`src/rtl/cfbp_pkg.sv`:
```
// ----------------------------------------------------------------------------
// cfbp_pkg - command frame byte parser shared definitions
// Item types, parser state, configuration set and the codes used throughout.
// ----------------------------------------------------------------------------
package cfbp_pkg;

    // Parser stages; the value is also the section reported with each byte
    typedef enum logic [2:0] {
        STG_TYPE    = 3'd0,
        STG_GS_LEN  = 3'd1,
        STG_SRC_LEN = 3'd2,
        STG_TLE_LEN = 3'd3,
        STG_GS_STR  = 3'd4,
        STG_SRC_STR = 3'd5,
        STG_TLE_STR = 3'd6,
        STG_REL     = 3'd7
    } stage_t;

    typedef enum logic [1:0] {
        ST_GOOD  = 2'd0,
        ST_DONE  = 2'd1,
        ST_ERROR = 2'd2
    } status_t;

    localparam logic OP_FEED    = 1'b0;
    localparam logic OP_RESTART = 1'b1;

    localparam logic [1:0] KIND_INIT    = 2'd0;
    localparam logic [1:0] KIND_INFER   = 2'd1;
    localparam logic [1:0] KIND_QUERY   = 2'd2;
    localparam logic [1:0] KIND_METRICS = 2'd3;

    localparam int NUM_CODES = 4;

    // Configuration register indexes
    localparam int CFG_INDEX_W = 3;
    localparam int CFG_DATA_W  = 16;
    localparam logic [CFG_INDEX_W-1:0] CFG_CODE_INIT    = 3'd0;
    localparam logic [CFG_INDEX_W-1:0] CFG_CODE_INFER   = 3'd1;
    localparam logic [CFG_INDEX_W-1:0] CFG_CODE_QUERY   = 3'd2;
    localparam logic [CFG_INDEX_W-1:0] CFG_CODE_METRICS = 3'd3;
    localparam logic [CFG_INDEX_W-1:0] CFG_LENGTH_LIMIT = 3'd4;

    localparam logic [15:0] LENGTH_LIMIT_RESET = 16'd1024;

    // Bytes in a length field and in the reliability word
    localparam logic [15:0] LEN_BYTES = 16'd2;
    localparam logic [15:0] REL_BYTES = 16'd4;

    typedef struct packed {
        logic       op;
        logic [7:0] data_byte;
    } cfbp_in_t;

    typedef struct packed {
        logic        consumed;
        logic [1:0]  parse_status;
        logic [2:0]  section;
        logic [7:0]  echo_byte;
        logic [15:0] byte_index;
        logic        string_end;
        logic [1:0]  command_kind;
        logic [15:0] field_length;
        logic [31:0] reliability_bits;
    } cfbp_out_t;

    typedef struct packed {
        stage_t      stage;
        status_t     status;
        logic [31:0] acc;
        logic [15:0] pos;
        logic [1:0]  kind;
        logic [15:0] length;
    } cfbp_state_t;

    typedef struct packed {
        logic [NUM_CODES-1:0][7:0] code;
        logic [15:0]               length_limit;
    } cfbp_cfg_t;

endpackage

```
`src/rtl/cfbp_if.sv`:
```
// ----------------------------------------------------------------------------
// cfbp_if - valid/ready channels of the command frame byte parser
// One interface for incoming frame bytes, one for parse results.
// ----------------------------------------------------------------------------
interface cfbp_in_if;
    logic                valid;
    logic                ready;
    cfbp_pkg::cfbp_in_t  payload;

    modport source (output valid, output payload, input ready);
    modport sink   (input valid, input payload, output ready);
endinterface

interface cfbp_out_if;
    logic                valid;
    logic                ready;
    cfbp_pkg::cfbp_out_t payload;

    modport source (output valid, output payload, input ready);
    modport sink   (input valid, input payload, output ready);
endinterface

```
`src/rtl/cfbp_step.sv`:
```
// ----------------------------------------------------------------------------
// cfbp_step - one parser step
// Next parser state and the result for one item, from the current state.
// ----------------------------------------------------------------------------
module cfbp_step (
    input  cfbp_pkg::cfbp_state_t st,
    input  cfbp_pkg::cfbp_cfg_t   cfg,
    input  cfbp_pkg::cfbp_in_t    item,
    output cfbp_pkg::cfbp_state_t nxt,
    output cfbp_pkg::cfbp_out_t   res
);

    logic [31:0] acc_shift;
    logic [31:0] acc_dec;
    logic [15:0] pos_inc;
    logic [15:0] new_len;
    logic [15:0] idx;
    logic        send;
    logic [31:0] rel;

    assign acc_shift = {st.acc[23:0], item.data_byte};
    assign acc_dec   = st.acc - 32'd1;
    assign pos_inc   = st.pos + 16'd1;
    assign new_len   = acc_shift[15:0];

    always_comb
    begin
        nxt  = st;
        res  = '0;
        idx  = '0;
        send = 1'b0;
        rel  = '0;

        if (item.op == cfbp_pkg::OP_RESTART)
        begin
            nxt.status = cfbp_pkg::ST_GOOD;
            nxt.stage  = cfbp_pkg::STG_TYPE;
        end
        else if (st.status != cfbp_pkg::ST_GOOD)
        begin
            res.parse_status = st.status;
        end
        else
        begin
            unique case (st.stage)
                cfbp_pkg::STG_TYPE:
                begin
                    nxt.acc    = '0;
                    nxt.pos    = '0;
                    nxt.length = '0;
                    // lowest kind wins when codes are duplicated
                    if (item.data_byte == cfg.code[cfbp_pkg::KIND_INIT])
                    begin
                        nxt.kind  = cfbp_pkg::KIND_INIT;
                        nxt.stage = cfbp_pkg::STG_TLE_LEN;
                    end
                    else if (item.data_byte == cfg.code[cfbp_pkg::KIND_INFER])
                    begin
                        nxt.kind  = cfbp_pkg::KIND_INFER;
                        nxt.stage = cfbp_pkg::STG_GS_LEN;
                    end
                    else if (item.data_byte == cfg.code[cfbp_pkg::KIND_QUERY])
                    begin
                        nxt.kind  = cfbp_pkg::KIND_QUERY;
                        nxt.stage = cfbp_pkg::STG_GS_LEN;
                    end
                    else if (item.data_byte == cfg.code[cfbp_pkg::KIND_METRICS])
                    begin
                        nxt.kind  = cfbp_pkg::KIND_METRICS;
                        nxt.stage = cfbp_pkg::STG_GS_LEN;
                    end
                    else
                    begin
                        nxt.kind   = cfbp_pkg::KIND_INIT;
                        nxt.status = cfbp_pkg::ST_ERROR;
                    end
                end
                cfbp_pkg::STG_GS_LEN, cfbp_pkg::STG_SRC_LEN, cfbp_pkg::STG_TLE_LEN:
                begin
                    if (pos_inc == cfbp_pkg::LEN_BYTES)
                    begin
                        nxt.length = new_len;
                        if (new_len == 16'd0 || new_len >= cfg.length_limit)
                            nxt.status = cfbp_pkg::ST_ERROR;
                        case (st.stage)
                            cfbp_pkg::STG_GS_LEN:  nxt.stage = cfbp_pkg::STG_GS_STR;
                            cfbp_pkg::STG_SRC_LEN: nxt.stage = cfbp_pkg::STG_SRC_STR;
                            default:               nxt.stage = cfbp_pkg::STG_TLE_STR;
                        endcase
                        // accumulator now counts the string bytes left
                        nxt.acc = {16'd0, new_len};
                        nxt.pos = '0;
                    end
                    else
                    begin
                        nxt.acc = acc_shift;
                        nxt.pos = pos_inc;
                    end
                end
                cfbp_pkg::STG_GS_STR, cfbp_pkg::STG_SRC_STR, cfbp_pkg::STG_TLE_STR:
                begin
                    idx     = st.pos;
                    nxt.pos = pos_inc;
                    nxt.acc = acc_dec;
                    if (acc_dec == 32'd0)
                    begin
                        send = 1'b1;
                        if (st.stage == cfbp_pkg::STG_TLE_STR)
                            nxt.status = cfbp_pkg::ST_DONE;
                        else if (st.stage == cfbp_pkg::STG_SRC_STR)
                        begin
                            nxt.stage = cfbp_pkg::STG_REL;
                            nxt.acc   = '0;
                            nxt.pos   = '0;
                        end
                        else if (st.kind == cfbp_pkg::KIND_INFER ||
                                 st.kind == cfbp_pkg::KIND_QUERY)
                            nxt.status = cfbp_pkg::ST_DONE;
                        else if (st.kind == cfbp_pkg::KIND_METRICS)
                        begin
                            nxt.stage = cfbp_pkg::STG_SRC_LEN;
                            nxt.acc   = '0;
                            nxt.pos   = '0;
                        end
                        else
                            nxt.status = cfbp_pkg::ST_ERROR;
                    end
                end
                default:
                begin
                    // reliability word, big-endian
                    nxt.acc = acc_shift;
                    nxt.pos = pos_inc;
                    if (pos_inc == cfbp_pkg::REL_BYTES)
                    begin
                        nxt.status = cfbp_pkg::ST_DONE;
                        rel        = acc_shift;
                    end
                end
            endcase

            res.consumed         = 1'b1;
            res.parse_status     = nxt.status;
            res.section          = st.stage;
            res.echo_byte        = item.data_byte;
            res.byte_index       = idx;
            res.string_end       = send;
            res.command_kind     = nxt.kind;
            res.field_length     = nxt.length;
            res.reliability_bits = rel;
        end
    end

endmodule

```
`src/rtl/command_frame_byte_parser_core.sv`:
```
// ----------------------------------------------------------------------------
// command_frame_byte_parser_core - streaming command frame parser
// Parses one command frame per restart and reports every byte as it passes.
// ----------------------------------------------------------------------------
// Usage:
//   frame  : input items {op, data_byte}; op feeds one byte or restarts the
//            parser for the next frame.
//   result : one result item per input item, in order: consumed flag,
//            status, section, the byte with its string index and end flag,
//            decoded kind, current string length and the reliability word.
//   cfg_*  : write-only registers (type codes, length limit); write only
//            while no item is in flight.
// Timing: an item is taken into an input register, the parser step runs
//   between that register and the result register, which drives result.
//   One item per cycle is sustained while results are taken; the rate is
//   set by the parser step updating the state combinationally per item.
// Stall: while result is held, one more item is accepted into the input
//   register, then frame.ready drops until the result is taken.
// Reset: status good, stage waiting for the type byte, registers at their
//   default codes and a length limit of 1024.
// ----------------------------------------------------------------------------
module command_frame_byte_parser_core (
    input  logic                               clk,
    input  logic                               rst_n,
    cfbp_in_if.sink                            frame,
    cfbp_out_if.source                         result,
    input  logic                               cfg_we,
    input  logic [cfbp_pkg::CFG_INDEX_W-1:0]   cfg_index,
    input  logic [cfbp_pkg::CFG_DATA_W-1:0]    cfg_data
);

    logic                  s1_valid_reg;
    cfbp_pkg::cfbp_in_t    s1_item_reg;
    logic                  out_valid_reg;
    logic                  out_valid_next;
    cfbp_pkg::cfbp_out_t   out_item_reg;

    cfbp_pkg::cfbp_state_t state_reg;
    cfbp_pkg::cfbp_state_t state_next;
    cfbp_pkg::cfbp_out_t   step_res;
    cfbp_pkg::cfbp_cfg_t   cfg_reg;

    logic advance;
    logic take;

    assign advance      = s1_valid_reg && (!out_valid_reg || result.ready);
    assign frame.ready  = !s1_valid_reg || advance;
    assign take         = frame.valid && frame.ready;

    assign result.valid   = out_valid_reg;
    assign result.payload = out_item_reg;

    cfbp_step u_step (
        .st   (state_reg),
        .cfg  (cfg_reg),
        .item (s1_item_reg),
        .nxt  (state_next),
        .res  (step_res)
    );

    always_comb
    begin
        if (advance)
            out_valid_next = 1'b1;
        else if (result.ready)
            out_valid_next = 1'b0;
        else
            out_valid_next = out_valid_reg;
    end

    always_ff @(posedge clk or negedge rst_n)
    begin
        if (!rst_n)
        begin
            s1_valid_reg  <= 1'b0;
            out_valid_reg <= 1'b0;
        end
        else
        begin
            if (take)
                s1_valid_reg <= 1'b1;
            else if (advance)
                s1_valid_reg <= 1'b0;
            out_valid_reg <= out_valid_next;
        end
    end

    always_ff @(posedge clk)
    begin
        if (take)
            s1_item_reg <= frame.payload;
        if (advance)
            out_item_reg <= step_res;
    end

    always_ff @(posedge clk or negedge rst_n)
    begin
        if (!rst_n)
        begin
            state_reg.stage  <= cfbp_pkg::STG_TYPE;
            state_reg.status <= cfbp_pkg::ST_GOOD;
            state_reg.acc    <= '0;
            state_reg.pos    <= '0;
            state_reg.kind   <= '0;
            state_reg.length <= '0;
        end
        else if (advance)
        begin
            state_reg <= state_next;
        end
    end

    always_ff @(posedge clk or negedge rst_n)
    begin
        if (!rst_n)
        begin
            cfg_reg.code[cfbp_pkg::KIND_INIT]    <= 8'd1;
            cfg_reg.code[cfbp_pkg::KIND_INFER]   <= 8'd2;
            cfg_reg.code[cfbp_pkg::KIND_QUERY]   <= 8'd3;
            cfg_reg.code[cfbp_pkg::KIND_METRICS] <= 8'd4;
            cfg_reg.length_limit                 <= cfbp_pkg::LENGTH_LIMIT_RESET;
        end
        else if (cfg_we)
        begin
            unique case (cfg_index)
                cfbp_pkg::CFG_CODE_INIT:
                    cfg_reg.code[cfbp_pkg::KIND_INIT] <= cfg_data[7:0];
                cfbp_pkg::CFG_CODE_INFER:
                    cfg_reg.code[cfbp_pkg::KIND_INFER] <= cfg_data[7:0];
                cfbp_pkg::CFG_CODE_QUERY:
                    cfg_reg.code[cfbp_pkg::KIND_QUERY] <= cfg_data[7:0];
                cfbp_pkg::CFG_CODE_METRICS:
                    cfg_reg.code[cfbp_pkg::KIND_METRICS] <= cfg_data[7:0];
                cfbp_pkg::CFG_LENGTH_LIMIT:
                    cfg_reg.length_limit <= cfg_data;
                default:
                    ;
            endcase
        end
    end

    // a refused or restart item carries nothing but its status
    a_refused_empty: assert property (@(posedge clk) disable iff (!rst_n)
        result.valid && !result.payload.consumed |->
            result.payload.section == 3'd0 && result.payload.byte_index == 16'd0 &&
            result.payload.echo_byte == 8'd0 && !result.payload.string_end)
        else $error("refused item carries payload");

    a_string_end_section: assert property (@(posedge clk) disable iff (!rst_n)
        result.valid && result.payload.string_end |->
            result.payload.section == 3'(cfbp_pkg::STG_GS_STR) ||
            result.payload.section == 3'(cfbp_pkg::STG_SRC_STR) ||
            result.payload.section == 3'(cfbp_pkg::STG_TLE_STR))
        else $error("string end outside a string section");

    a_rel_only_at_done: assert property (@(posedge clk) disable iff (!rst_n)
        result.valid && result.payload.reliability_bits != 32'd0 |->
            result.payload.section == 3'(cfbp_pkg::STG_REL) &&
            result.payload.parse_status == 2'(cfbp_pkg::ST_DONE))
        else $error("reliability word outside frame completion");

    a_held_item_stable: assert property (@(posedge clk) disable iff (!rst_n)
        s1_valid_reg && !advance |=> s1_valid_reg && $stable(s1_item_reg))
        else $error("pending input item lost while result stalled");

    a_state_frozen: assert property (@(posedge clk) disable iff (!rst_n)
        !advance |=> $stable(state_reg))
        else $error("parser state changed without an item");

endmodule
```
`src/flat_wrapper.sv`:
```
// flat-port wrapper written by rule: the top's interface ports become plain ports
module command_frame_byte_parser_core_flat 
  (clk, rst_n, cfg_we, cfg_index, cfg_data, frame_valid, frame_payload, frame_ready, result_valid, result_payload, result_ready);
  cfbp_in_if frame_i ();
  cfbp_out_if result_i ();
  input  logic clk;
  input  logic rst_n;
  input  logic cfg_we;
  input  logic [cfbp_pkg::CFG_INDEX_W-1:0] cfg_index;
  input  logic [cfbp_pkg::CFG_DATA_W-1:0] cfg_data;
  input wire logic [$bits(frame_i.valid)-1:0] frame_valid;
  input wire logic [$bits(frame_i.payload)-1:0] frame_payload;
  output wire logic [$bits(frame_i.ready)-1:0] frame_ready;
  output wire logic [$bits(result_i.valid)-1:0] result_valid;
  output wire logic [$bits(result_i.payload)-1:0] result_payload;
  input wire logic [$bits(result_i.ready)-1:0] result_ready;
  assign frame_i.valid = frame_valid;
  assign frame_i.payload = frame_payload;
  assign frame_ready = frame_i.ready;
  assign result_valid = result_i.valid;
  assign result_payload = result_i.payload;
  assign result_i.ready = result_ready;
  command_frame_byte_parser_core u_core (.clk(clk), .rst_n(rst_n), .frame(frame_i), .result(result_i), .cfg_we(cfg_we), .cfg_index(cfg_index), .cfg_data(cfg_data));
endmodule
```
`config.mk`:
```
export PLATFORM = sky130hd
export DESIGN_NAME = command_frame_byte_parser_core_flat
export DESIGN_NICKNAME = d
export VERILOG_FILES = /design/src/rtl/cfbp_pkg.sv /design/src/rtl/cfbp_if.sv /design/src/rtl/cfbp_step.sv /design/src/rtl/command_frame_byte_parser_core.sv /design/src/flat_wrapper.sv
export SDC_FILE = /design/constraint.sdc
export NUM_CORES = 1
export LEC_CHECK = 0
export BUFFER_PORTS_ARGS = -buffer_cell sky130_fd_sc_hd__clkbuf_2
export CAP_MARGIN = 5
export CORE_ASPECT_RATIO = 1.1
export CORE_UTILIZATION = 40
export CTS_BUF_LIST = sky130_fd_sc_hd__clkbuf_8
export CTS_CLUSTER_SIZE = 16
export DETAILED_ROUTE_END_ITERATION = 12
export GPL_TIMING_DRIVEN = 0
export SKIP_CTS_REPAIR_TIMING = 1
export SLEW_MARGIN = 20
export SYNTH_ARGS = -nofsm -noshare
export SYNTH_HDL_FRONTEND = slang
export SYNTH_SLANG_ARGS = --single-unit
```
`constraint.sdc`:
```
create_clock -name clk -period 6 [get_ports clk]
set_input_delay 0.3 -clock clk [delete_from_list [all_inputs] [get_ports clk]]
set_output_delay 0.3 -clock clk [all_outputs]
set_load 0.005 [all_outputs]
```
# --- After elaboration in Yosys (flattened, before gate mapping) ---
# Cells that the tools add are included.
classes:
  n_addsub: 2
  order_cmp: 1
  eq_ne: 26
  muxes: 44
  bitwise: 4
  n_reduce_logical: 29
ops:
  columns: ["cell", "n"]
  rows:
  - ["$mux W48", 5]
  - ["$pmux W50 S3", 1]
  - ["$mux W71", 1]
  - ["$mux W53", 1]
  - ["$eq A8 B8 Y1", 4]
  - ["$logic_not A32 Y1", 1]
  - ["$mux W2", 16]
  - ["$pmux W16 S2", 1]
  - ["$sub A32 B1 Y32 const B", 1]
  - ["$mux W3", 8]
  - ["$add A16 B1 Y16 const B", 1]
  - ["$eq A16 B2 Y1 const B", 1]
  - ["$eq A16 B3 Y1 const B", 1]
  - ["$ge A16 B16 Y1", 1]
  - ["$logic_not A16 Y1", 1]
  - ["$mux W16", 1]
  - ["$eq A3 B2 Y1 const B", 4]
  - ["$eq A3 B3 Y1 const B", 4]
  - ["$reduce_and A2 Y1", 6]
  - ["$mux W5", 2]
  - ["$reduce_or A10 Y1", 1]
  - ["$ne A3 B2 Y1 const B", 3]
  - ["$pmux W3 S3", 1]
  - ["$reduce_and A9 Y1", 1]
  - ["18 further kinds", 39]
word_totals:
  ff_bits: 211
  input_bits: 33
  out_inout_bits: 83
  elab_cells: 130

# --- Depth between registers and ports, before layout ---
# Gate-level depths: netlist of the first run.
logic_depth:
  depth_word: 9
  ltp_mapped: 14
  ltp_nobuf: 11

# --- Cells and area by module ---
# From an unflattened synthesis of the first run, not the netlist that was laid out.
unflattened:
  hier_cells: 1043
  area_unflattened_um2: 11558.6
by_module_without_submodules:
  columns: ["mod", "instances", "cells_per_inst", "area_each_um2", "seq_area_each_um2"]
  rows:
  - ["command_frame_byte_parser_core", 1, 353, 7254.5, 5738.0]
  - ["cfbp_step", 1, 690, 4304.1, 0.0]

# --- Least setup slack after synthesis of the first run ---
# OpenSTA, ideal clock, no wires.
synth_timing:
  path_type: "register to register"
  start: "register u_core.out_valid_reg, in the netlist u_core.result.valid"
  end: "register u_core.state_reg[5] (netlist bit)"
  setup_time_ns: 0.067
  arrival_time_ns: 4.649
  required_time_ns: 5.933
  slack_ns: 1.285
  stages_incl_launch_ff: 8
  path_buffers: 2
  period_less_slack_ns: 4.715
  cell_sequence: "dfrtp_1 -> nand2b_1 -> and2_1 -> clkbuf_1 -> nand2_1 -> nor3_1 -> clkbuf_1 -> a22o_1"
synth_between:
  elab_chain_cells: 4
synth_lines:
  columns: ["item", "line_no", "text"]
  rows:
  - ["start, declared", "command_frame_byte_parser_core.sv:34", "logic out_valid_reg;"]
  - ["start signal, assigned", "command_frame_byte_parser_core.sv:84", "out_valid_reg <= out_valid_next;"]
  - ["$logic_not A1 Y1", "command_frame_byte_parser_core.sv:46", "assign advance = s1_valid_reg && (!out_valid_reg || result.ready);"]
  - ["$logic_or A1 B1 Y1", "command_frame_byte_parser_core.sv:46", null]
  - ["$logic_and A1 B1 Y1", "command_frame_byte_parser_core.sv:46", null]
  - ["named net u_core.advance", "command_frame_byte_parser_core.sv:43", "logic advance;"]
  - ["$reduce_and A3 Y1 (no source line)", null, null]
  - ["end signal, assigned", "command_frame_byte_parser_core.sv:109", "state_reg <= state_next;"]
  - ["end, declared", "command_frame_byte_parser_core.sv:38", "cfbp_pkg::cfbp_state_t state_reg;"]
# The timed path passes the listed nets, and every way through them passes these cells.
# A chain may end at the register's enable or synchronous reset.

# --- Worst setup path after layout of the first run ---
layout_timing:
  start: "register u_core.state_reg[34] (netlist bit)"
  end: "register u_core.state_reg[30] (netlist bit)"
layout_between:
  elab_chain_cells: 4
layout_lines:
  columns: ["item", "line_no", "text"]
  rows:
  - ["$sub A32 B1 Y32", "cfbp_step.sv:22", "assign acc_dec = st.acc - 32'd1;"]
  - ["$logic_not A32 Y1", "cfbp_step.sv:105", "if (acc_dec == 32'd0)"]
  - ["$mux W53", "cfbp_step.sv:105", null]
  - ["$pmux W50 S3", "cfbp_step.sv:45", "unique case (st.stage)"]
# Every way passes these cells. The select of a mux whose other input is x is not followed.

==> qor.json, run 1 <==
{
  "timing": {
    "finalHoldViolCount": 1,
    "worst_slew_pin_slew_ns": 0.909,
    "finClkSkew_ns": 0.0293,
    "setup_total_negative_slack_ns": 0,
    "worst_slew_margin_rel": 0.390,
    "rsz0062_at_grt": "no",
    "crit_share_post_route": 0.697,
    "fin_worst_hold_slack_ns": -0.00634,
    "clock.fmax_mhz": 239,
    "setup_violation_total_in_the_final_timing_report": 0,
    "slew_viols_final": 0,
    "period_minus_slack_ns": 4.18
  },
  "route": {
    "met2_wirelength_um": 13700,
    "wire_per_inst_um": 18.6,
    "met3_wirelength_um": 1830,
    "ant_nets": 0,
    "detail_route.first_pass.iterations": 5,
    "first_iter_violations": 486,
    "drt_wl_total_um": 29000,
    "route.detailed.drc": 0,
    "vias": 8554,
    "via_per_inst": 5.49,
    "top_signal_layer_used": "met4",
    "routed_length_on_met1_um": 12800
  },
  "setup_path": {
    "top_cell_by_count_worst_path": "sky130_fd_sc_hd__o21ai_1",
    "critical-path-slowest-cell": "sky130_fd_sc_hd__nor4b_4",
    "timing.critical_path.required_ns": 6.43,
    "worstPathMaxFanout": 10,
    "critical-path-max-stage-delay_ns": 0.48,
    "cp_arrival_ns": 4.61,
    "capture_point_of_the_worst_reg_to_reg_path": "u_core.state_reg[30]$_DFFE_PN0P_",
    "timing.rr.start": "u_core.state_reg[34]$_DFFE_PN0P_",
    "timing.critical_path.cells": "clkbuf_1 > inv_1 > ha_1 > nor4b_1 > nand4_1 > o21ai_1 > o21ai_1 > nor4b_4 > nand4_2 > nand2_2 > buf_2 > o21ai_0 > a22o_1",
    "kind_of_launch_point_of_the_worst_setup_path": "flop",
    "path_class": "flop to flop",
    "r2r_setup_slack_ns": 1.82,
    "critical_path.endpoint_type": "flop",
    "ff2ff_path_depth": 13
  },
  "synth": {
    "dominantRegCellSynth": "sky130_fd_sc_hd__dfrtp_1",
    "yosysSeqAreaShare": 0.536,
    "synth_cell_types": 74,
    "synthDominantAreaCellType": "sky130_fd_sc_hd__dfrtp_1",
    "synthTopCellsByCount": "sky130_fd_sc_hd__dfrtp_1 (115), sky130_fd_sc_hd__edfxtp_1 (90), sky130_fd_sc_hd__nand2_1 (74), sky130_fd_sc_hd__nor2_1 (70), sky130_fd_sc_hd__clkbuf_1 (61)",
    "synthMostInstantiatedCell": "sky130_fd_sc_hd__dfrtp_1",
    "asyncSetResetFlopFracSynth": 0.573,
    "syn-mean-instance-area_um2": 10.7,
    "synth_cells": 1003,
    "ys.warnings.count": 0,
    "post-synth-top-area-fraction": 0.269,
    "synth_top_cells_by_area": "sky130_fd_sc_hd__dfrtp_1 (27%), sky130_fd_sc_hd__edfxtp_1 (25%), sky130_fd_sc_hd__mux2_2 (3.8%)",
    "ys_seq_elements": 211,
    "mappedNetlistNets": 1058,
    "syn-cell-area_um2": 10700,
    "synth-edff-count": 90
  },
  "grt": {
    "leftover_overflow_at_the_end_of_global_routing": 0,
    "vias_in_the_first_global_route": 8123,
    "grt_pass1_wl_um": 46100,
    "largest_net_degree_at_the_start_of_global_routing": 87,
    "global_route.usage.total": 0.219,
    "antenna_found_initial": 0
  },
  "clocking": {
    "cts-htree-levels": 2,
    "cts.reportedPaths.clkPinSlew_ns": 0.06,
    "tritoncts": "yes",
    "cts_made_buffers": 37,
    "max-clock-path-buffers": 3,
    "clkLatencyLatePin_ns": 0.55,
    "cts_root_buffer": "sky130_fd_sc_hd__clkbuf_8",
    "clock-sinks": 211
  },
  "run_status": {
    "failed_checks": "negative hold slack",
    "run_status": "complete, but fails checks"
  },
  "power": {
    "leakage_nw": 5.28,
    "sequentialPowerShare": 0.391,
    "power.share.clock": 0.276,
    "power_density_nw_per_um2": 383,
    "switching_share": 0.366,
    "switchingPower_mw": 1.79,
    "power_frac_comb": 0.333,
    "internal_portion_of_total_power_mw": 3.09,
    "ir_worst_vdd_mv": 0.168
  },
  "layout": {
    "layout-drive-gt1-share": 0.197,
    "layout.nets": 1232,
    "areaGrowthSynthToFinish_pct": 18.9,
    "postLayoutCellArea_um2": 12700,
    "num_antenna_cells": 0,
    "number_of_flip_flops_in_the_largest_register": 81
  },
  "hold_path": {
    "hold_path.class": "primary input to flop",
    "hold-path-cell-count": 3,
    "hold_path.startpoint": "cfg_data[11]",
    "worst_hold_path.endpoint": "u_core.cfg_reg[11]$_DFFE_PN0P_"
  },
  "die": {
    "io_pins": 116,
    "core_um2": 26200,
    "floorplan.initialDensity": 0.409,
    "die_area_um2": 27400,
    "dieWidth_um": 158,
    "chipHeight_um": 174,
    "rows": 62
  },
  "flow_run": {
    "cap_viol_max_count": 0
  },
  "place": {
    "portBuffers": 115,
    "place_congestion": 0.896,
    "postPlaceCellArea_um2": 11800,
    "hpwl_um": 20000
  }
}
-- through the flow --
step                hold slack (ns)   util  setup slack (ns)  instances  power (mW)
CTS                          -0.320  0.479              1.70       1540        4.89
floorplan                   0.00441      -              1.28       1003        3.02
detailed placement            0.242  0.450              1.76       1472        3.53
finish                     -0.00634  0.486              1.82       1558        4.88
global placement              0.478  0.447             -1.47       1470        3.52
global route                0.00230  0.486              1.42       1558        5.19
-- area by class of cell --
type	instances	area [um^2]
repair buffers	135	820
multi-input cells	688	4570
flip-flops and latches	211	5740
clock buffers	44	606
inverters	31	116
clock inverters	24	150
plain buffers	73	307
well taps	352	440
fillers	2560	13500
-- cells by family after synthesis --
group / count (synthesis) / share of synthesized area
buf+inv: 104 / 0.0391
xor+xnor: 41 / 0.0335
simple gates: 363 / 0.183
mux: 38 / 0.0397
compound gates: 224 / 0.144
fa+ha+maj: 22 / 0.0257
flops: 211 / 0.536
-- power by group through the flow --
stage          logic [mW]  clock network, mW  registers (mW)
2_1_floorplan        1.14                  0            1.88
3_3_place_gp         1.59                  0            1.93
3_5_place_dp         1.60                  0            1.93
4_1_cts              1.61               1.38            1.90
5_1_grt              1.81               1.45            1.93
6_report             1.63               1.35            1.91
-- critical path: cells and delay by family, from the launching register on --
family                   cells  cell delay (ns)
buffers and inverters        3             0.65
flip-flops                   1             0.42
adder cells (fa/ha/maj)      1             0.29
AO/OA/AOI/OAI                4             0.87
AND/OR/NAND/NOR              5             1.81
-- cells in the final DEF, fill, tap and decap left out, types with 18 or more instances in the layout --
cell	instances
sky130_fd_sc_hd__nor3_1	28
sky130_fd_sc_hd__a22oi_1	24
sky130_fd_sc_hd__a22o_1	32
sky130_fd_sc_hd__edfxtp_1	90
sky130_fd_sc_hd__dlygate4sd3_1	18
sky130_fd_sc_hd__xnor2_1	36
sky130_fd_sc_hd__dfrtp_1	115
sky130_fd_sc_hd__clkbuf_8	45
sky130_fd_sc_hd__clkbuf_2	114
sky130_fd_sc_hd__a21oi_1	29
sky130_fd_sc_hd__and2_1	55
sky130_fd_sc_hd__inv_1	45
sky130_fd_sc_hd__ha_1	22
sky130_fd_sc_hd__clkbuf_1	60
sky130_fd_sc_hd__nor2_1	70
sky130_fd_sc_hd__nand4_1	20
sky130_fd_sc_hd__mux2_2	36
sky130_fd_sc_hd__o21ai_0	53
sky130_fd_sc_hd__nand2_1	74
sky130_fd_sc_hd__nor4_1	26
-- routing by layer --
metal | track usage | up-vias
met3 | 0.0460 | 50
met2 | 0.344 | 263
met5 | 0 | -
met1 | 0.302 | 4189
met4 | 0.0649 | 0
li1 | - | 4052
-- how the worst max path moves through the flow --
| stage | start | end | cells after the start |
|---|---|---|---|
| floorplan | u_core.result.valid$_DFFE_PN0P_ | u_core.state_reg[5]$_DFFE_PN0P_ | 7 |
| global placement | result_ready | u_core.state_reg[63]$_DFFE_PN0P_ | 9 |
| detailed placement | u_core.state_reg[18]$_DFFE_PN0P_ | u_core.result.payload[29]$_SDFFCE_PP0P_ | 11 |
| CTS | u_core.state_reg[19]$_DFFE_PN0P_ | u_core.result.payload[29]$_SDFFCE_PP0P_ | 11 |
| global route | u_core.state_reg[34]$_DFFE_PN0P_ | u_core.state_reg[30]$_DFFE_PN0P_ | 13 |
| finish | u_core.state_reg[34]$_DFFE_PN0P_ | u_core.state_reg[30]$_DFFE_PN0P_ | 13 |
No activity file was read; power rests on OpenSTA's default activity.
==> run 2, diff against run 1 <==
--- a/config.mk
+++ b/config.mk
@@ -5,6 +5,7 @@
 export SDC_FILE = /design/constraint.sdc
 export NUM_CORES = 1
 export LEC_CHECK = 0
+export ABC_AREA = 1
 export BUFFER_PORTS_ARGS = -buffer_cell sky130_fd_sc_hd__clkbuf_2
 export CAP_MARGIN = 5
 export CORE_ASPECT_RATIO = 1.1
==> constraint.sdc (replaced) <==
create_clock -name clk -period 4.2 [get_ports clk]
set_input_delay 0.21 -clock clk [delete_from_list [all_inputs] [get_ports clk]]
set_output_delay 0.21 -clock clk [all_outputs]
set_load 0.005 [all_outputs]
==> run 2 against run 1 <==
The run now ends clean. Setup slack worse by 0.70 ns. Synthesized cell count up 27%. Clock-buffer cell count unchanged. First-iteration DRC count up 28%. Clock power up 34%. Core utilization is 0.38 points lower. Via count grew 9.9%. Critical path depth increased by 5. Sequential share of layout area down 1.1 points. Combinational power up 55%. Register-to-register slack got worse by 0.70 ns. Largest power group unchanged.
==> qor.json, run 2 <==
{
  "run_status": {
    "run_status": "finished clean"
  },
  "clocking": {
    "cts.reportedPaths.clkPinSlew": {"value": 0.06, "unit": "ns", "change": "about the same"},
    "max-clock-path-buffers": {"value": 3, "change": "unchanged"},
    "cts_made_buffers": {"value": 37, "change": "unchanged"},
    "cts-htree-levels": {"value": 2, "change": "unchanged"},
    "clkLatencyLatePin": {"value": 0.54, "unit": "ns", "change": "about the same"},
    "cts_root_buffer": "sky130_fd_sc_hd__clkbuf_8",
    "clock-sinks": {"value": 211, "change": "unchanged"},
    "tritoncts": "yes"
  },
  "timing": {
    "period_minus_slack": {"value": 3.08, "unit": "ns", "change": "-1.10 ns"},
    "fin_worst_hold_slack": {"value": 0.0351, "unit": "ns", "change": "+0.0414 ns"},
    "finalHoldViolCount": {"value": 0, "change": "-1"},
    "worst_slew_pin_slew": {"value": 0.778, "unit": "ns", "change": "-0.131 ns"},
    "finClkSkew": {"value": 0.0197, "unit": "ns", "change": "-0.00967 ns"},
    "clock.fmax": {"value": 325, "unit": "MHz", "change": "+36%"},
    "crit_share_post_route": {"value": 0.733, "change": "+0.0362"},
    "worst_slew_margin_rel": {"value": 0.482, "change": "+0.0920"},
    "rsz0062_at_grt": "no",
    "setup_total_negative_slack": {"value": 0, "unit": "ns", "change": "unchanged"},
    "slew_viols_final": {"value": 0, "change": "unchanged"},
    "setup_violation_total_in_the_final_timing_report": {"value": 0, "change": "unchanged"}
  },
  "synth": {
    "dominantRegCellSynth": "sky130_fd_sc_hd__dfrtp_1",
    "asyncSetResetFlopFracSynth": {"value": 0.573, "change": "unchanged"},
    "synth_cells": {"value": 1278, "change": "+27%"},
    "synth_top_family_by_area": "simple AND/OR/NAND/NOR gates",
    "synthDominantAreaCellType": "sky130_fd_sc_hd__dfrtp_1",
    "mappedNetlistNets": {"value": 1333, "change": "+26%"},
    "syn-mean-instance-area": {"value": 8.67, "unit": "um^2", "change": "-19%"},
    "synth_cell_types": {"value": 49, "change": "-34%"},
    "post-synth-top-area-fraction": {"value": 0.260, "change": "-0.00877"},
    "synth-edff-count": {"value": 90, "change": "unchanged"},
    "post_synth_and_or_nand_nor_area_fraction": {"value": 0.245, "change": "+0.0623"},
    "synth_top_cells_by_area": "sky130_fd_sc_hd__dfrtp_1 (26%), sky130_fd_sc_hd__edfxtp_1 (24%), sky130_fd_sc_hd__nand2_1 (8.6%)",
    "yosysSeqAreaShare": {"value": 0.518, "change": "-0.0175"},
    "syn-cell-area": {"value": 11100, "unit": "um^2", "change": "+3.4%"},
    "synth_compound_gate_area_share": {"value": 0.117, "change": "-0.0268"},
    "synth_adder_area_share": {"value": 0.0249, "change": "-0.000839"},
    "ys_seq_elements": {"value": 211, "change": "unchanged"},
    "ys.warnings.count": {"value": 0, "change": "unchanged"},
    "synthTopCellsByCount": "sky130_fd_sc_hd__nand2_1 (255), sky130_fd_sc_hd__nor2_1 (213), sky130_fd_sc_hd__inv_1 (128), sky130_fd_sc_hd__dfrtp_1 (115)",
    "post_synth_xor_area_fraction": {"value": 0.0299, "change": "-0.00358"},
    "post_synth_mux_area_share": {"value": 0, "change": "-0.0397"},
    "synthMostInstantiatedCell": "sky130_fd_sc_hd__nand2_1"
  },
  "grt": {
    "grt_pass1_wl": {"value": 49200, "unit": "um", "change": "+6.7%"},
    "vias_in_the_first_global_route": {"value": 9209, "change": "+13%"},
    "largest_net_degree_at_the_start_of_global_routing": {"value": 79, "change": "-9.2%"},
    "antenna_found_initial": {"value": 0, "change": "unchanged"},
    "leftover_overflow_at_the_end_of_global_routing": {"value": 0, "change": "unchanged"},
    "global_route.usage.total": {"value": 0.224, "change": "+0.00514"}
  },
  "layout": {
    "number_of_flip_flops_in_the_largest_register": {"value": 81, "change": "unchanged"},
    "postLayoutCellArea": {"value": 13100, "unit": "um^2", "change": "+2.6%"},
    "finalCoreUtilization": {"value": 0.482, "change": "-0.00378"},
    "mostFrequentLayoutCells": "sky130_fd_sc_hd__nand2_1 (255), sky130_fd_sc_hd__nor2_1 (213), sky130_fd_sc_hd__inv_1 (141), sky130_fd_sc_hd__dfrtp_1 (115), sky130_fd_sc_hd__clkbuf_2 (114)",
    "nFillCells": {"value": 2729, "change": "+6.6%"},
    "final_common_cell": "sky130_fd_sc_hd__nand2_1",
    "num_antenna_cells": {"value": 0, "change": "unchanged"},
    "final-seq-area": {"value": 5740, "unit": "um^2", "change": "unchanged"},
    "multi_input_area": {"value": 4610, "unit": "um^2", "change": "+1.0%"},
    "areaGrowthSynthToFinish_pct": 18.1,
    "layout.nets": {"value": 1509, "change": "+22%"},
    "layout-drive-gt1-share": {"value": 0.169, "change": "-0.0279"}
  },
  "place": {
    "portBuffers": {"value": 115, "change": "unchanged"},
    "hpwl": {"value": 23100, "unit": "um", "change": "+15%"},
    "postPlaceCellArea": {"value": 12200, "unit": "um^2", "change": "+3.1%"},
    "place_congestion": {"value": 0.921, "change": "+2.9%"}
  },
  "hold_path": {
    "hold_path.class": "primary input to flop"
  },
  "route": {
    "detail_route.first_pass.iterations": {"value": 5, "change": "unchanged"},
    "via_per_inst": {"value": 5.11, "change": "-7.0%"},
    "ant_nets": {"value": 0, "change": "unchanged"},
    "route.detailed.drc": {"value": 0, "change": "unchanged"},
    "drt_wl_total": {"value": 31200, "unit": "um", "change": "+7.7%"},
    "wire_per_inst": {"value": 17.0, "unit": "um", "change": "-8.8%"},
    "vias": {"value": 9400, "change": "+9.9%"},
    "first_iter_violations": {"value": 623, "change": "+28%"}
  },
  "die": {
    "core": {"value": 27100, "unit": "um^2", "change": "+3.4%"},
    "dieWidth": {"value": 161, "unit": "um", "change": "+1.7%"},
    "chipHeight": {"value": 177, "unit": "um", "change": "+1.7%"},
    "rows": {"value": 63, "change": "+1.6%"},
    "io_pins": {"value": 116, "change": "unchanged"},
    "floorplan.initialDensity": {"value": 0.408, "change": "about the same"},
    "die_area": {"value": 28400, "unit": "um^2", "change": "+3.3%"}
  },
  "power": {
    "sequentialPowerShare": {"value": 0.413, "change": "+0.022"},
    "post-layout-total-power": {"value": 7.37, "unit": "mW", "change": "+51%"},
    "ir_worst_vdd": {"value": 0.371, "unit": "mV", "change": "+120%"},
    "power.share.clock": {"value": 0.246, "change": "-0.030"},
    "power_frac_comb": {"value": 0.341, "change": "+0.008"},
    "internal_portion_of_total_power": {"value": 4.38, "unit": "mW", "change": "+42%"},
    "switching_share": {"value": 0.406, "change": "+0.0392"},
    "leakage": {"value": 5.90, "unit": "nW", "change": "+12%"},
    "power_density": {"value": 564, "unit": "nW/um^2", "change": "+47%"},
    "switchingPower": {"value": 2.99, "unit": "mW", "change": "+67%"}
  },
  "setup_path": {
    "critPathTopFamily": "simple AND/OR/NAND/NOR gates",
    "critical_path.endpoint_type": "flop",
    "worstPathMaxFanout": {"value": 7, "change": "-3"},
    "critical-path-slowest-cell": "sky130_fd_sc_hd__dfrtp_1",
    "critPathBufInv": {"value": 2, "change": "-1"},
    "top_cell_by_count_worst_path": "sky130_fd_sc_hd__nand2_1",
    "timing.critical_path.required": {"value": 4.56, "unit": "ns", "change": "-1.87 ns"},
    "kind_of_launch_point_of_the_worst_setup_path": "flop",
    "timing.critical_path.cells": "inv_1 > ha_1 > nand2_2 > nor2_1 > nand2_1 > inv_1 > nand2_1 > nand2_1 > nand2_1 > nor2_1 > nand2_1 > nor2_1 > nand3_1 > nand2_1 > nand3_1 > nand2_1 > nand3_1 > a21oi_1",
    "critical-path-max-stage-delay": {"value": 0.47, "unit": "ns", "change": "about the same"},
    "path_class": "flop to flop",
    "cp_arrival": {"value": 3.44, "unit": "ns", "change": "-1.17 ns"}
  },
  "flow_run": {
    "cap_viol_max_count": {"value": 0, "change": "unchanged"}
  }
}
## run 2: worst paths after layout
| path | slack (ns) | from | cells past startpoint | endpoint |
|---|---|---|---|---|
| setup / recovery | 1.12 | u_core.state_reg[34]$_DFFE_PN0P_ | 18 | u_core.result.payload[79]$_SDFFCE_PP0P_ |
| hold / removal | 0.04 | cfg_data[2] | 3 | u_core.cfg_reg[42]$_DFFE_PN1P_ |
| setup reg to reg | 1.12 | u_core.state_reg[34]$_DFFE_PN0P_ | 18 | u_core.result.payload[79]$_SDFFCE_PP0P_ |
| hold reg to reg | 0.49 | u_core.cfg_reg[1]$_DFFE_PN0P_ | 2 | u_core.cfg_reg[1]$_DFFE_PN0P_ |
| max in group asynchronous | 3.26 | rst_n | 3 | u_core.cfg_reg[25]$_DFFE_PN1P_ |
| min in group asynchronous | 0.18 | rst_n | 2 | u_core.state_reg[13]$_DFFE_PN0P_ |
## run 2: kinds of logic (layout without fill, tap and decap cells)
group,count (synthesis),in the layout
AO/OA/AOI/OAI,222,222
XOR/XNOR,37,37
buffers and inverters,178,383
flip-flops,211,211
AND/OR/NAND/NOR,608,608
adder cells (fa/ha/maj),22,22
## run 2: final cells by class
type                    count  share of cell area
well taps                 357              0.0342
clock buffers              44              0.0463
clock inverters            24             0.00813
multi-input cells         889               0.353
plain buffers              45              0.0171
repair buffers            137              0.0642
flip-flops and latches    211               0.439
inverters                 133              0.0384
## run 2: metrics by stage
stage	instances	setup WS [ns]
after floorplan	1278	1.61
after global placement	1750	0.670
after detailed placement	1752	1.13
after CTS	1820	1.12
after global routing	1840	0.832
final	1840	1.12
## run 2: power by group through the flow
stage / Sequential [mW] / Combinational [mW] / Clock [mW]
floorplan: 2.95 / 1.73 / 0
global placement: 3.08 / 2.43 / 0
detailed placement: 3.07 / 2.48 / 0
CTS: 3.04 / 2.49 / 1.87
global route: 3.09 / 2.82 / 1.95
finish: 3.04 / 2.52 / 1.81
## run 2: metal layers
metal  part of all wire  wire length (um)  vias up  global-route usage
met1               0.44             13700     4468               0.295
met5                  0                 0        -                   0
met4              0.038              1190        0              0.0933
met3              0.051              1600       66              0.0362
li1                   -                 -     4596                   -
met2               0.47             14700      270               0.366
## run 2: worst reg2reg max path, cell delays in order, from the launching register on
cell                      delay, ns
sky130_fd_sc_hd__dfrtp_1       0.47
sky130_fd_sc_hd__inv_1         0.24
sky130_fd_sc_hd__ha_1          0.24
sky130_fd_sc_hd__nand2_2       0.13
sky130_fd_sc_hd__nor2_1        0.29
sky130_fd_sc_hd__nand2_1       0.13
sky130_fd_sc_hd__inv_1         0.12
sky130_fd_sc_hd__nand2_1       0.06
sky130_fd_sc_hd__nand2_1       0.05
sky130_fd_sc_hd__nand2_1       0.10
sky130_fd_sc_hd__nor2_1        0.10
sky130_fd_sc_hd__nand2_1       0.06
sky130_fd_sc_hd__nor2_1        0.24
sky130_fd_sc_hd__nand3_1       0.11
sky130_fd_sc_hd__nand2_1       0.07
sky130_fd_sc_hd__nand3_1       0.09
sky130_fd_sc_hd__nand2_1       0.13
sky130_fd_sc_hd__nand3_1       0.07
sky130_fd_sc_hd__a21oi_1       0.20
